## config.mk

```make
export PLATFORM = sky130hd
export DESIGN_NAME = bcf_ram
export DESIGN_NICKNAME = d
export VERILOG_FILES = /design/src/rtl/bcf_ram.sv
export SDC_FILE = /design/constraint.sdc
export NUM_CORES = 1
export LEC_CHECK = 0
export BUFFER_PORTS_ARGS = -buffer_cell sky130_fd_sc_hd__buf_4
export CAP_MARGIN = 20
export CORE_MARGIN = 10
export CORE_UTILIZATION = 50
export DETAILED_ROUTE_END_ITERATION = 10
export PLACE_DENSITY = 0.79
export SLEW_MARGIN = 40
export SYNTH_ARGS = -nofsm -noshare
export SYNTH_HDL_FRONTEND = slang
export SYNTH_SLANG_ARGS = --single-unit
```

## constraint.sdc

```tcl
create_clock -name clk_i -period 1.8 [get_ports clk_i]
set_input_delay 0.27 -clock clk_i [delete_from_list [all_inputs] [get_ports clk_i]]
set_output_delay 0.27 -clock clk_i [all_outputs]
set_load 0.005 [all_outputs]
```

## src/rtl/bcf_ram.sv

```systemverilog
// ----------------------------------------------------------------------------
// bcf_ram: synchronous store with per-entry valid bits
// One write port, one registered read port; entries never written since
// reset or the last clear read as zero.
// ----------------------------------------------------------------------------
module bcf_ram #(
  parameter int DEPTH = 2,
  parameter int WIDTH = 8,
  localparam int AW = $clog2(DEPTH)
) (
  input  logic             clk_i,
  input  logic             rst_ni,
  input  logic             clear_i,
  input  logic             we_i,
  input  logic [AW-1:0]    waddr_i,
  input  logic [WIDTH-1:0] wdata_i,
  input  logic             re_i,
  input  logic [AW-1:0]    raddr_i,
  output logic [WIDTH-1:0] rdata_o
);

  logic [WIDTH-1:0] mem [DEPTH];
  logic [DEPTH-1:0] valid_q;
  logic [WIDTH-1:0] rdata_q;
  logic             rvalid_q;

  always_ff @(posedge clk_i) begin
    if (we_i) begin
      mem[waddr_i] <= wdata_i;
    end
    if (re_i) begin
      rdata_q <= mem[raddr_i];
    end
  end

  always_ff @(posedge clk_i or negedge rst_ni) begin
    if (!rst_ni) begin
      valid_q  <= '0;
      rvalid_q <= 1'b0;
    end else begin
      if (clear_i) begin
        valid_q <= '0;
      end else if (we_i) begin
        valid_q[waddr_i] <= 1'b1;
      end
      if (re_i) begin
        rvalid_q <= valid_q[raddr_i];
      end
    end
  end

  assign rdata_o = rvalid_q ? rdata_q : '0;

endmodule

```

* After elaboration in Yosys (flattened, before gate mapping) *
Memories as Yosys holds them, arrays and structs flattened. A register that Yosys moved wholly into a read port is not among the register bits.
Cells that the tools add are included.

cells by class
  $add $sub $neg = 0
  $mul = 0
  divide/modulo/power cells = 0
  order comparisons = 3
  eq/ne operators = 0
  shifts and indexed selects = 0
  mux-type cells = 9
  bitwise gates (word level) = 1
  reductions and logical operators = 2

operators by type and width
  operator                                                    count
  two-way mux 8 bit                                           1
  two-way mux 1 bit                                           5
  less-than comparator 1 x 2 -> 1 bit, second input constant  2
  two-way mux 2 bit                                           2
  bitwise OR 2 bit                                            1
  nonzero test 2 bit                                          1
  demux 1 bit (select 1 bit)                                  1
  >= comparator 1 bit, second input constant                  1
  logical AND 1 bit                                           1

word-level totals
  register bits after elaboration = 3
  latch bits = 0
  RAM bits = 16
  ROM bits = 0
  input port bits = 15
  output and inout port bits = 8
  logic and storage cells = 18
  memories = 1

memory list
  memory  words  bits a word  read ports  clocked after memory_dff  wr ports  RTL line  RTL
  mem     2      8            1           1                         1         22        logic [WIDTH-1:0] mem [DEPTH];

* Depth between registers and ports, before layout *
  word-level depth = 7
  mapped depth = 3
  gate-level depth less buffers = 2

* Least setup slack after synthesis *
OpenSTA, ideal clock, no wires.

  kind = in2reg
  from = in we_i
  to = mem mem[0][0] (enable)
  setup time = 0.375 ns
  arrival = 0.723 ns
  data required time = 1.425 ns
  setup slack = 0.702 ns
  stages = 1
  path buffers = 0
  cell sequence = nor2b_1

on the way
  longest elaborated chain between the ends = 2

ends and longest elaborated chain
  item                                     RTL line  RTL
  start: declaration                       14        input logic we_i,
  two-way mux 1 bit                        28        if (we_i) begin
  two-way mux 1 bit (implied by the code)  29        mem[waddr_i] <= wdata_i;
  end: declaration                         22

Every way passes these cells.

* Final worst setup path *
  from = reg rvalid_q
  to = out rdata_o[3]

on the way
  longest elaborated chain between the ends = 1

ends and longest elaborated chain
  item                      RTL line  RTL
  start: declaration        25        logic rvalid_q;
  start signal: assignment  47        rvalid_q <= valid_q[raddr_i];
  two-way mux 8 bit         52        assign rdata_o = rvalid_q ? rdata_q : '0;
  end: declaration          19        output logic [WIDTH-1:0] rdata_o

Every way passes these cells.

==> results.ini <==
[run_status]
run_status=finished clean

[clock_network]
tritoncts=done
cts-root-buf=clkbuf_4
cts_setup_buffers=0
cts_sinks=27
cts_max_path_buffers=2
cts_hold_buf=1
worstSkewPairLatency_ns=0.32
cts_resized=0
htreeDepth=1
clkTransAtPathRegs_ns=0.13
numCtsBuffers=3

[floorplanning]
start_util_pct=51.89
fp.dieH_um=64.66
dieArea_mm2=0.004181
core-area_mm2=0.001922
die_w_um=64.66
rows=16
pin_count=23

[placement]
portBuffers=22
dp_hpwl_mm=1.152
dp.cells=101
gp_congestion=0.7338

[worst_setup_path]
critical_path_required_ns=1.53
max_stage_delay_ns=0.49
end_kind=primary output
cp_cell_sequence=and2_1, buf_4
crit_slowest_cell=dfrtp_1
crit_buf_inv=1
crit_fanout=9
critical-path-top-delay-family=flip-flops
crit_type=reg2out
startpoint_type=flip-flop
crit_arrival_ns=1.12

[global_route]
grt_max_degree=15
grt_use_met3_pct=2.062
grt_util_all_layers_pct=7.783
grt_util_met2_pct=12.44
grt_pass1_vias=540
grt_pass1_wl_mm=2.504
grtUsageMet1_pct=8.178
overflow=0
antenna_found_initial=0
grt-busiest-layer=met2

[drt]
drt_drc_violations_left=0
drtIter0Drc=11
wl_per_cell_um=14.66
num_vias=497
drt_first_pass_iters=2
via_per_inst=4.689
ant_nets=0
totalWireLength_mm=1.554

[finish]
final_cell_mix=24 x edfxtp_1, 23 x buf_4, 9 x and2_1
final_common_cell=edfxtp_1
fin_cells=106
area_growth_pct=23.21
insertedDiodeCount=0
fin_nets=95
fillers=148
layout-drive-gt1-share_pct=44.30

[synth]
ys_seq_elements=27
seq_area_frac_synth_pct=79.80
syn_area_um2=997.2
syn_avg_cell_area_um2=19.18
ys_types=10
syn_nets=67
ys_warn_count=0
synth_cells=52

[pwr]
cellLeakagePower_nw=0.4730
powerDensity_mw_per_mm2=896.9
ir_worst_vdd_v=0.0005894

[sta]
slew-limit-headroom_pct=73.49
timing.final.hold_violations=0
worstMarginPinSlew_ns=0.3977
clock_skew_ns=0.0004007
fin_crit_sh_pct=76.98
setup-violations-final=0
period_needed_ns=1.386
fin_tns_setup_ns=0
fmax_mhz=721.7
rsz0062_at_grt=false
maxSlewViolCount=0

[hold_path]
holdCritPathClass=in2reg

[job]
max-cap-violations=0

-- stage by stage --
step | power, mW | hold WS [ns] | worst slack [ns] | cell area, um2 | utilization, %
finish | 1.102 | 0.08204 | 0.4144 | 1229 | 63.93
global route | 1.148 | 0.07876 | 0.3476 | 1229 | 63.93
CTS | 1.113 | 0.07499 | 0.3973 | 1229 | 63.93
detailed placement | 0.8711 | 0.06080 | 0.7090 | 1192 | 62.04
global placement | 0.8639 | 0.06079 | 0.7194 | 1192 | 62.04
floorplan | 0.8026 | -0.02559 | 0.7023 | 997.2 | -
-- sequential cells by signal, indices dropped and copies added, names as in the netlist --
signal,flops
mem,16
rvalid_q,1
valid_q,2
rdata_q,8
-- kinds of logic (layout without fill, tap and decap cells) --
kind of cell | Yosys count | after routing | synth area share [%]
AO/OA/AOI/OAI | 3 | 3 | 2.008
flip-flops | 27 | 27 | 79.80
multiplexers | 9 | 9 | 10.04
AND/OR/NAND/NOR | 12 | 12 | 7.027
buffers and inverters | 1 | 28 | 1.129
-- power breakdown --
part | leakage [nW] | switching (mW) | total, mW | internal (mW)
logic | 0.191 | 0.0415 | 0.108 | 0.0667
clock network | 0.0150 | 0.160 | 0.247 | 0.0868
registers | 0.267 | 0.0147 | 0.747 | 0.732
-- cell type report --
| class | instances | area, um2 | share of cell area [%] |
|---|---|---|---|
| clock buffer | 4 | 26.28 | 2.138 |
| timing repair buffer | 24 | 182.7 | 14.87 |
| sequential | 27 | 795.8 | 64.77 |
| multi-input combinational | 24 | 190.2 | 15.48 |
| tap | 27 | 33.78 | 2.749 |
-- final timing paths --
kind	from	to	slack [ns]	cells past startpoint
setup / recovery	rvalid_q	rdata_o[3]	0.41	2
hold / removal	clear_i	valid_q[1]	0.08	2
setup reg to reg	mem[0][5]	rdata_q[5]	0.91	1
hold reg to reg	valid_q[1]	valid_q[1]	0.51	2
max in group asynchronous	rst_ni	valid_q[0]	1.46	2
min in group asynchronous	rst_ni	rvalid_q	0.25	2
-- Yosys cell counts, drive strengths merged --
master / number / area, um2
edfxtp: 24 / 720.7
o21ba: 1 / 10.01
nor2b: 1 / 6.260
buf: 1 / 11.26
a21oi: 2 / 10.01
nor2: 2 / 7.510
and2: 9 / 56.30
mux2i: 1 / 10.01
mux2: 8 / 90.09
dfrtp: 3 / 75.07
-- layer usage --
layer / up-vias / wire [um]
li1: 245 / -
met1: 230 / 663
met2: 17 / 747
met3: 5 / 86
met4: 0 / 56
met5: - / 0
Note: power is estimated with default switching activity, not from simulation.
