## config.mk

```make
export PLATFORM = sky130hd
export DESIGN_NAME = bcf_dp
export DESIGN_NICKNAME = d
export VERILOG_FILES = /design/src/rtl/bcf_pkg.sv /design/src/rtl/bcf_dp.sv
export SDC_FILE = /design/constraint.sdc
export NUM_CORES = 2
export LEC_CHECK = 0
export ABC_AREA = 1
export BUFFER_PORTS_ARGS = -buffer_cell sky130_fd_sc_hd__buf_2
export CORE_ASPECT_RATIO = 0.7
export CORE_MARGIN = 1
export CORE_UTILIZATION = 28
export CTS_CLUSTER_SIZE = 25
export DETAILED_ROUTE_END_ITERATION = 8
export SETUP_SLACK_MARGIN = 0.4
export SLEW_MARGIN = 25
export SYNTH_ARGS = -nofsm -noshare
export SYNTH_HDL_FRONTEND = slang
export SYNTH_SLANG_ARGS = --single-unit
```

## constraint.sdc

```tcl
create_clock -name clk_i -period 9.85 [get_ports clk_i]
set_clock_uncertainty 0.1 [all_clocks]
set_input_delay 0 -clock clk_i [delete_from_list [all_inputs] [get_ports clk_i]]
set_output_delay 0 -clock clk_i [all_outputs]
set_load 0.01 [all_outputs]
```

## src/rtl/bcf_pkg.sv

```systemverilog
// ----------------------------------------------------------------------------
// bcf_pkg: shared definitions of the biquad cascade filter
// Holds field widths, fixed-point constants, action and register codes,
// datapath control types and the saturation helpers.
// ----------------------------------------------------------------------------
package bcf_pkg;

  // Transaction field widths.
  localparam int ACT_W    = 2;
  localparam int SAMPLE_W = 24;
  localparam int COEFF_W  = 32;
  localparam int IDX_W    = 5;

  // Fixed-point formats: samples Q1.23, coefficients Q5.26, delays 2^-39.
  localparam int SAMPLE_FRAC = SAMPLE_W - 1;
  localparam int COEFF_FRAC  = COEFF_W - 6;
  localparam int DLY_W       = 48;
  localparam int DLY_FRAC    = 39;
  localparam int PROD_W      = SAMPLE_W + COEFF_W;
  localparam int PROD_SHIFT  = SAMPLE_FRAC + COEFF_FRAC - DLY_FRAC;
  localparam int TERM_W      = PROD_W - PROD_SHIFT;
  localparam int ACC_W       = DLY_W + 2;
  localparam int RND_SHIFT   = DLY_FRAC - SAMPLE_FRAC;
  localparam int RSH_W       = DLY_W + 1 - RND_SHIFT;

  // Coefficients per section and their position inside a section.
  localparam int NCOEF  = 5;
  localparam int POS_B2 = 0;
  localparam int POS_B1 = 1;
  localparam int POS_B0 = 2;
  localparam int POS_A2 = 3;
  localparam int POS_A1 = 4;

  // Configuration port.
  localparam int APB_ADDR_W = 3;
  localparam int APB_DATA_W = 32;
  localparam logic REG_FILTER_ENABLE = 1'b0;

  typedef enum logic [ACT_W-1:0] {
    ACT_FILTER = 2'd0,
    ACT_WRITE  = 2'd1,
    ACT_CLEAR  = 2'd2
  } action_e;

  typedef enum logic [2:0] {
    ACC_HOLD,
    ACC_LOAD_DLY,
    ACC_LOAD_TERM,
    ACC_ADD_TERM,
    ACC_SUB_TERM
  } acc_op_e;

  typedef enum logic [1:0] {
    X_HOLD,
    X_LOAD_SAMPLE,
    X_LOAD_Y
  } x_op_e;

  typedef struct packed {
    logic    mul_en;
    logic    mul_y;
    acc_op_e acc_op;
    acc_op_e acc2_op;
    logic    yd_en;
    logic    y_en;
    x_op_e   x_op;
  } dp_ctrl_t;

  // Saturate an accumulator to the delay width.
  function automatic logic [DLY_W-1:0] sat_dly(input logic [ACC_W-1:0] v);
    logic [DLY_W-1:0] res;
    if ((&v[ACC_W-1:DLY_W-1]) || !(|v[ACC_W-1:DLY_W-1])) begin
      res = v[DLY_W-1:0];
    end else if (v[ACC_W-1]) begin
      res = {1'b1, {(DLY_W-1){1'b0}}};
    end else begin
      res = {1'b0, {(DLY_W-1){1'b1}}};
    end
    return res;
  endfunction

  // Saturate a rounded, shifted value to the sample width.
  function automatic logic [SAMPLE_W-1:0] sat_sample(input logic [RSH_W-1:0] v);
    logic [SAMPLE_W-1:0] res;
    if ((&v[RSH_W-1:SAMPLE_W-1]) || !(|v[RSH_W-1:SAMPLE_W-1])) begin
      res = v[SAMPLE_W-1:0];
    end else if (v[RSH_W-1]) begin
      res = {1'b1, {(SAMPLE_W-1){1'b0}}};
    end else begin
      res = {1'b0, {(SAMPLE_W-1){1'b1}}};
    end
    return res;
  endfunction

endpackage

```

## src/rtl/bcf_dp.sv

```systemverilog
// ----------------------------------------------------------------------------
// bcf_dp: shared multiply-accumulate datapath
// One multiplier and two accumulators compute all five products of a
// section, the rounded section output and the two new delay values.
// ----------------------------------------------------------------------------
module bcf_dp import bcf_pkg::*; (
  input  logic                clk_i,
  input  dp_ctrl_t            ctrl_i,
  input  logic [SAMPLE_W-1:0] sample_i,
  input  logic [COEFF_W-1:0]  coeff_i,
  input  logic [DLY_W-1:0]    dly_i,
  output logic [SAMPLE_W-1:0] x_o,
  output logic [DLY_W-1:0]    s1_o,
  output logic [DLY_W-1:0]    s2_o
);

  logic signed [SAMPLE_W-1:0] x_q, y_q, mul_op;
  logic signed [PROD_W-1:0]   prod_q;
  logic [ACC_W-1:0]           acc_q, acc2_q, term, dly_ext;
  logic [DLY_W-1:0]           yd_q;
  logic [DLY_W:0]             rnd;

  assign mul_op  = ctrl_i.mul_y ? y_q : x_q;
  // Truncating arithmetic shift of the product to delay scale.
  assign term    = {{(ACC_W-TERM_W){prod_q[PROD_W-1]}}, prod_q[PROD_W-1:PROD_SHIFT]};
  assign dly_ext = {{(ACC_W-DLY_W){dly_i[DLY_W-1]}}, dly_i};
  // Half an output LSB is added before the shift, so halves round up.
  assign rnd     = {yd_q[DLY_W-1], yd_q} + ((DLY_W+1)'(1) << (RND_SHIFT-1));

  function automatic logic [ACC_W-1:0] acc_next(input acc_op_e op,
                                                input logic [ACC_W-1:0] cur,
                                                input logic [ACC_W-1:0] t,
                                                input logic [ACC_W-1:0] d);
    logic [ACC_W-1:0] res;
    unique case (op)
      ACC_LOAD_DLY:  res = d;
      ACC_LOAD_TERM: res = t;
      ACC_ADD_TERM:  res = cur + t;
      ACC_SUB_TERM:  res = cur - t;
      default:       res = cur;
    endcase
    return res;
  endfunction

  always_ff @(posedge clk_i) begin
    if (ctrl_i.mul_en) begin
      prod_q <= $signed(coeff_i) * mul_op;
    end
    acc_q  <= acc_next(ctrl_i.acc_op, acc_q, term, dly_ext);
    acc2_q <= acc_next(ctrl_i.acc2_op, acc2_q, term, dly_ext);
    if (ctrl_i.yd_en) begin
      yd_q <= sat_dly(acc_q);
    end
    if (ctrl_i.y_en) begin
      y_q <= sat_sample(rnd[DLY_W:RND_SHIFT]);
    end
    unique case (ctrl_i.x_op)
      X_LOAD_SAMPLE: x_q <= sample_i;
      X_LOAD_Y:      x_q <= y_q;
      default:       x_q <= x_q;
    endcase
  end

  assign x_o  = x_q;
  assign s1_o = sat_dly(acc2_q);
  assign s2_o = sat_dly(acc_q);

endmodule

```

**After elaboration in Yosys (flattened, before gate mapping)**

Cells that the tools add are included.

- Mux-type cells: 10
- $add $sub $neg: 5
- $mul: 1
- Reduce and logical (&&, ||, !) cells: 15
- Equality and inequality tests: 10

Operator list:

| operator | number |
|---|---|
| 50-bit case mux with 4 select lines | 2 |
| 48-bit 2-to-1 mux | 4 |
| 50-bit adder | 2 |
| 50-bit subtractor | 2 |
| 24-bit 2-to-1 mux | 3 |
| 32-bit by 24-bit multiplier with 56-bit output | 1 |
| 48-bit by 17-bit adder with 49-bit output (second input constant) | 1 |
| 24-bit case mux with 2 select lines | 1 |
| 3-bit by 2-bit == test with 1-bit output (second input constant) | 4 |
| 10-bit AND reduction | 1 |
| 10-bit OR reduction | 1 |
| 4-bit nonzero test | 2 |
| 3-bit by 1-bit == test with 1-bit output (second input constant) | 2 |
| 3-bit == test (second input constant) | 2 |
| 3-bit AND reduction | 2 |
| 3-bit OR reduction | 2 |
| 1-bit logical NOT | 3 |
| 1-bit logical OR | 3 |
| 2-bit by 1-bit == test with 1-bit output (second input constant) | 1 |
| 2-bit == test (second input constant) | 1 |
| 2-bit nonzero test | 1 |

- Flip-flop bits (word level): 252
- Output and inout port bits: 120
- Word-level logic and storage cells: 47

**Logic depth before layout (Yosys ltp)**

- Depth after elaboration: 5
- Depth in mapped cells: 36
- Gate-level depth less buffers: 34

**Worst setup path after synthesis**

No wires, ideal clock.

- Kind: reg-to-reg
- From: reg y_q[2]
- To: reg prod_q[51] (data pin)
- Stages on the path, launching flop included: 27
- Arrival time: 6.681 ns
- Setup slack: 2.817 ns
- Buffers on the path: 1
- Required time: 9.498 ns
- Library setup time: 0.252 ns
- Cell sequence: edfxtp_1 > or2_2 > o21ai_0 > clkbuf_1 > nor2_1 > fa_1 > fa_1 > inv_1 > fa_1 > inv_1 > fa_1 > inv_1 > fa_1 > inv_1 > fa_1 > fa_1 > ha_1 > nand2_1 > nor2_1 > inv_1 > nor2_1 > inv_1 > nor2_1 > and3_1 > nand2_1 > nand3_1 > nand2_1

- Cells in the longest elaborated chain, start to end: 2

Ends and longest elaborated chain:

| element | RTL line | source |
|---|---|---|
| start: declaration | bcf_dp.sv:17 | `logic signed [SAMPLE_W-1:0] x_q, y_q, mul_op;` |
| start signal: assignment | bcf_dp.sv:55 | `y_q <= sat_sample(rnd[DLY_W:RND_SHIFT]);` |
| 24-bit 2-to-1 mux | bcf_dp.sv:23 | `assign mul_op = ctrl_i.mul_y ? y_q : x_q;` |
| 32-bit by 24-bit multiplier with 56-bit output | bcf_dp.sv:47 | `prod_q <= $signed(coeff_i) * mul_op;` |
| end signal: assignment | bcf_dp.sv:47 |  |
| end: declaration | bcf_dp.sv:18 | `logic signed [PROD_W-1:0] prod_q;` |

No other way between the ends.
A chain may end at the register's enable or synchronous reset.

**Worst setup path in the final report**

- From: reg y_q[0]
- To: reg prod_q[55] (data pin)

Same word-level chain as after synthesis.

==> results.py <==
metrics = {
    "grt": {
        "grt_antenna_before_repair": 6,
        "grt_max_degree": 79,
        "grt_pass1_wl_mm": 301.5,
        "globalRoute.totalOverflow": 0,
        "grt_usage_pct": 23.92,
        "first_global_vias": 43510,
    },
    "min_path": {
        "hold_start": "ctrl_i[6]",
        "min_to": "acc2_q[14]",
        "whs_path_depth": 5,
        "hold_class": "primary input to flip-flop",
    },
    "drt": {
        "drt_iter0_markers": 5264,
        "final_antenna_net_count": 0,
        "drt-wirelength-per-cell_um": 23.48,
        "drt-pass1-iter-count": 8,
        "vias": 44650,
        "via_per_inst": 5.050,
        "drc": 2,
        "totalWireLength_mm": 207.6,
    },
    "placed_design": {
        "dp_worst_setup_slack_ps": 1250,
        "hpwl_mm": 178.4,
        "gp_congestion": 1.036,
        "port-buffer-count": 236,
    },
    "critical_path": {
        "crit_fanout": 7,
        "crit_cells": 24,
        "arrival_ps": 8730,
        "critPathBufInv": 4,
        "r2r_slack_ps": 1390,
        "crit_top_cell": "fa_1",
        "end_kind": "flip-flop",
        "crit_family": "adder cells",
        "cp.required_ps": 10120,
        "max_stage_delay_ps": 820,
        "critPathLaunchType": "flip-flop",
        "path_cells": "nand2_1 -> nand2_1 -> inv_2 -> nor2_1 -> fa_1 -> fa_1 -> inv_1 -> fa_1 -> inv_1 -> fa_1 -> fa_1 -> fa_1 -> fa_1 -> ha_1 -> inv_1 -> o21ai_0 -> a31oi_1 -> o21ai_0 -> nand3_1 -> nand2_1 -> a21oi_1 -> nand2_1 -> nand2_1 -> nand2_1",
        "rr_worst_depth": 24,
        "worst-setup-path-type": "flip-flop to flip-flop",
        "r2r_start": "y_q[0]",
        "r2r_end": "prod_q[55]",
        "crit_slowest_cell": "fa_1",
    },
    "clock_tree": {
        "clockBufferDepth": 3,
        "cts_tree": "yes",
        "cts-htree-levels": 1,
        "clk_pin_slew_ps": 70,
        "cts_buffers": 30,
        "root_buffer": "clkbuf_16",
        "cts_setup_buffers": 0,
        "clock_latency_ps": 650,
        "cts.sinks": 227,
    },
    "synthesis": {
        "yosysSeqAreaShare_pct": 14.33,
        "ys_seq_elements": 227,
        "yosys_warnings": 0,
        "synthXorXnorAreaFrac_pct": 2.025,
        "synth_area_per_cell_um2": 7.449,
        "synth-compound-area-share_pct": 8.259,
        "ys_types": 42,
        "synth_top_area_share_pct": 32.98,
        "synth-adder-area-share_pct": 39.48,
        "synth.area.mux_share_pct": 0.5443,
        "synth_area_leaders": "fa_1 (33%), edfxtp_1 (14%), nand2_1 (12%)",
        "synthCells": 6388,
        "synth_area_mm2": 0.04758,
        "synth_top_family_by_area": "adder cells",
        "syn_nets": 7536,
        "synth_simple_gate_area_share_pct": 23.79,
        "synth_area_leader_cell": "fa_1",
    },
    "timing": {
        "tns_ps": 0,
        "fin_crit_sh_pct": 85.85,
        "fin_ws_ps": 1394,
        "drv_slew": 0,
        "rsz0062_at_grt": "no",
        "min_period_ps": 8456,
        "hold_viol": 0,
        "relSlewSlack_pct": 26.86,
        "hold_ws_ps": 49.34,
        "worst-slew-pin-transition_ps": 1097,
        "setup_viol": 0,
        "fmax_mhz": 118.3,
    },
    "die": {
        "core_region_area_mm2": 0.1687,
        "die_x_um": 494.7,
        "ios": 237,
        "die_h_um": 346.9,
        "die_area_mm2": 0.1716,
        "initial_utilization_pct": 28.21,
        "row_count": 126,
    },
    "finish": {
        "final_cell_mix": "nand2_1 (1566), inv_1 (1235), nor2_1 (877)",
        "final_core_util_pct": 31.40,
        "syn2layout_area_growth_pct": 11.33,
        "nets": 7723,
        "final_common_cell": "nand2_1",
        "drive_gt1_share_pct": 6.774,
    },
    "flow_run": {
        "cap_violations": 0,
    },
    "status": {
        "violations": "design-rule violations",
        "status": "complete, but fails checks",
    },
}
==> worst min-delay path, stage by stage <==
cell and delay (ps):
buf_2 110, nor3_2 50, buf_4 250, nand2_1 110, nand3_1 70
==> worst max path at each step <==
| stage | from | end | slack (ps) |
|---|---|---|---|
| 3_3_place_gp | ctrl_i[10] | prod_q[55] | 1300 |
| 6_report | y_q[0] | prod_q[55] | 1390 |
| 2_1_floorplan | y_q[2] | prod_q[51] | 2820 |
| 5_1_grt | y_q[0] | prod_q[55] | 890 |
| 3_5_place_dp | ctrl_i[10] | prod_q[55] | 1250 |
| 4_1_cts | y_q[0] | prod_q[55] | 1400 |
==> flip-flops by register name (all words and copies together) (netlist names) <==
signal / count
yd_q: 33
prod_q: 46
acc_q: 50
acc2_q: 50
x_o: 24
y_q: 24
==> cells in the mapped netlist <==
cell	count
nor2_2	6
a22oi_1	62
ha_1	247
inv_1	1235
clkinv_1	16
o211ai_1	7
nor2_1	879
clkbuf_1	173
a31oi_1	9
nand3b_1	4
a21boi_0	7
o21a_1	4
o221a_2	1
fa_1	784
o31ai_1	2
o221ai_1	24
inv_2	8
nand3_1	209
buf_2	3
o21ai_1	7
nand2_2	4
xor2_1	84
a21oi_1	248
nand2_4	1
buf_6	4
xnor2_1	26
mux2_2	23
edfxtp_1	227
buf_1	20
nor3_1	57
nor2_4	3
a21o_1	12
o21bai_1	28
o21ai_2	1
nor4_1	6
nand3_2	4
and3_1	2
nand2_1	1571
o21ai_0	290
or2_2	44
nand4_1	45
or3_1	1
==> cells by family (layout without fill, tap and decap cells) <==
logic type | count (synthesis) | after routing
buf+inv | 1459 | 1670
simple gates | 2836 | 2836
compound gates | 702 | 702
other cells | 0 | 1
flops | 227 | 227
mux | 23 | 23
xor+xnor | 110 | 110
fa+ha+maj | 1031 | 1031
==> cell type report <==
class,instances,area [um2]
clock inverters,23,207.7
repair buffers,355,2295
flip-flops and latches,227,6817
inverters,1259,4726
well taps,2240,2803
fillers,18320,115700
clock buffers,33,783.3
multi-input cells,4702,35340
diodes,1,2.502
==> repair_timing <==
item	in CTS	in global routing
hold buffers	75	0
resized for setup	0	0
hold endpoints to repair	198	0
==> stage by stage <==
| stage | area (um2) | instances |
|---|---|---|
| CTS | 52940 | 8838 |
| floorplan | 47580 | 6388 |
| finish | 52970 | 8840 |
| global route | 52970 | 8839 |
| global placement | 51200 | 8707 |
| detailed placement | 51200 | 8707 |
==> layer usage <==
| layer | global-route usage [%] | vias to the layer above | part of all wire [%] |
|---|---|---|---|
| met5 | 0 | - | 0.027 |
| met3 | 6.574 | 209 | 11 |
| met4 | 3.489 | 8 | 1.6 |
| li1 | - | 19940 | - |
| met2 | 32.24 | 2211 | 39 |
| met1 | 37.66 | 22280 | 48 |
Power is left out: the tool's default activity adds up to more than one toggle a clock period on the data nets, which glitch-free logic cannot reach.
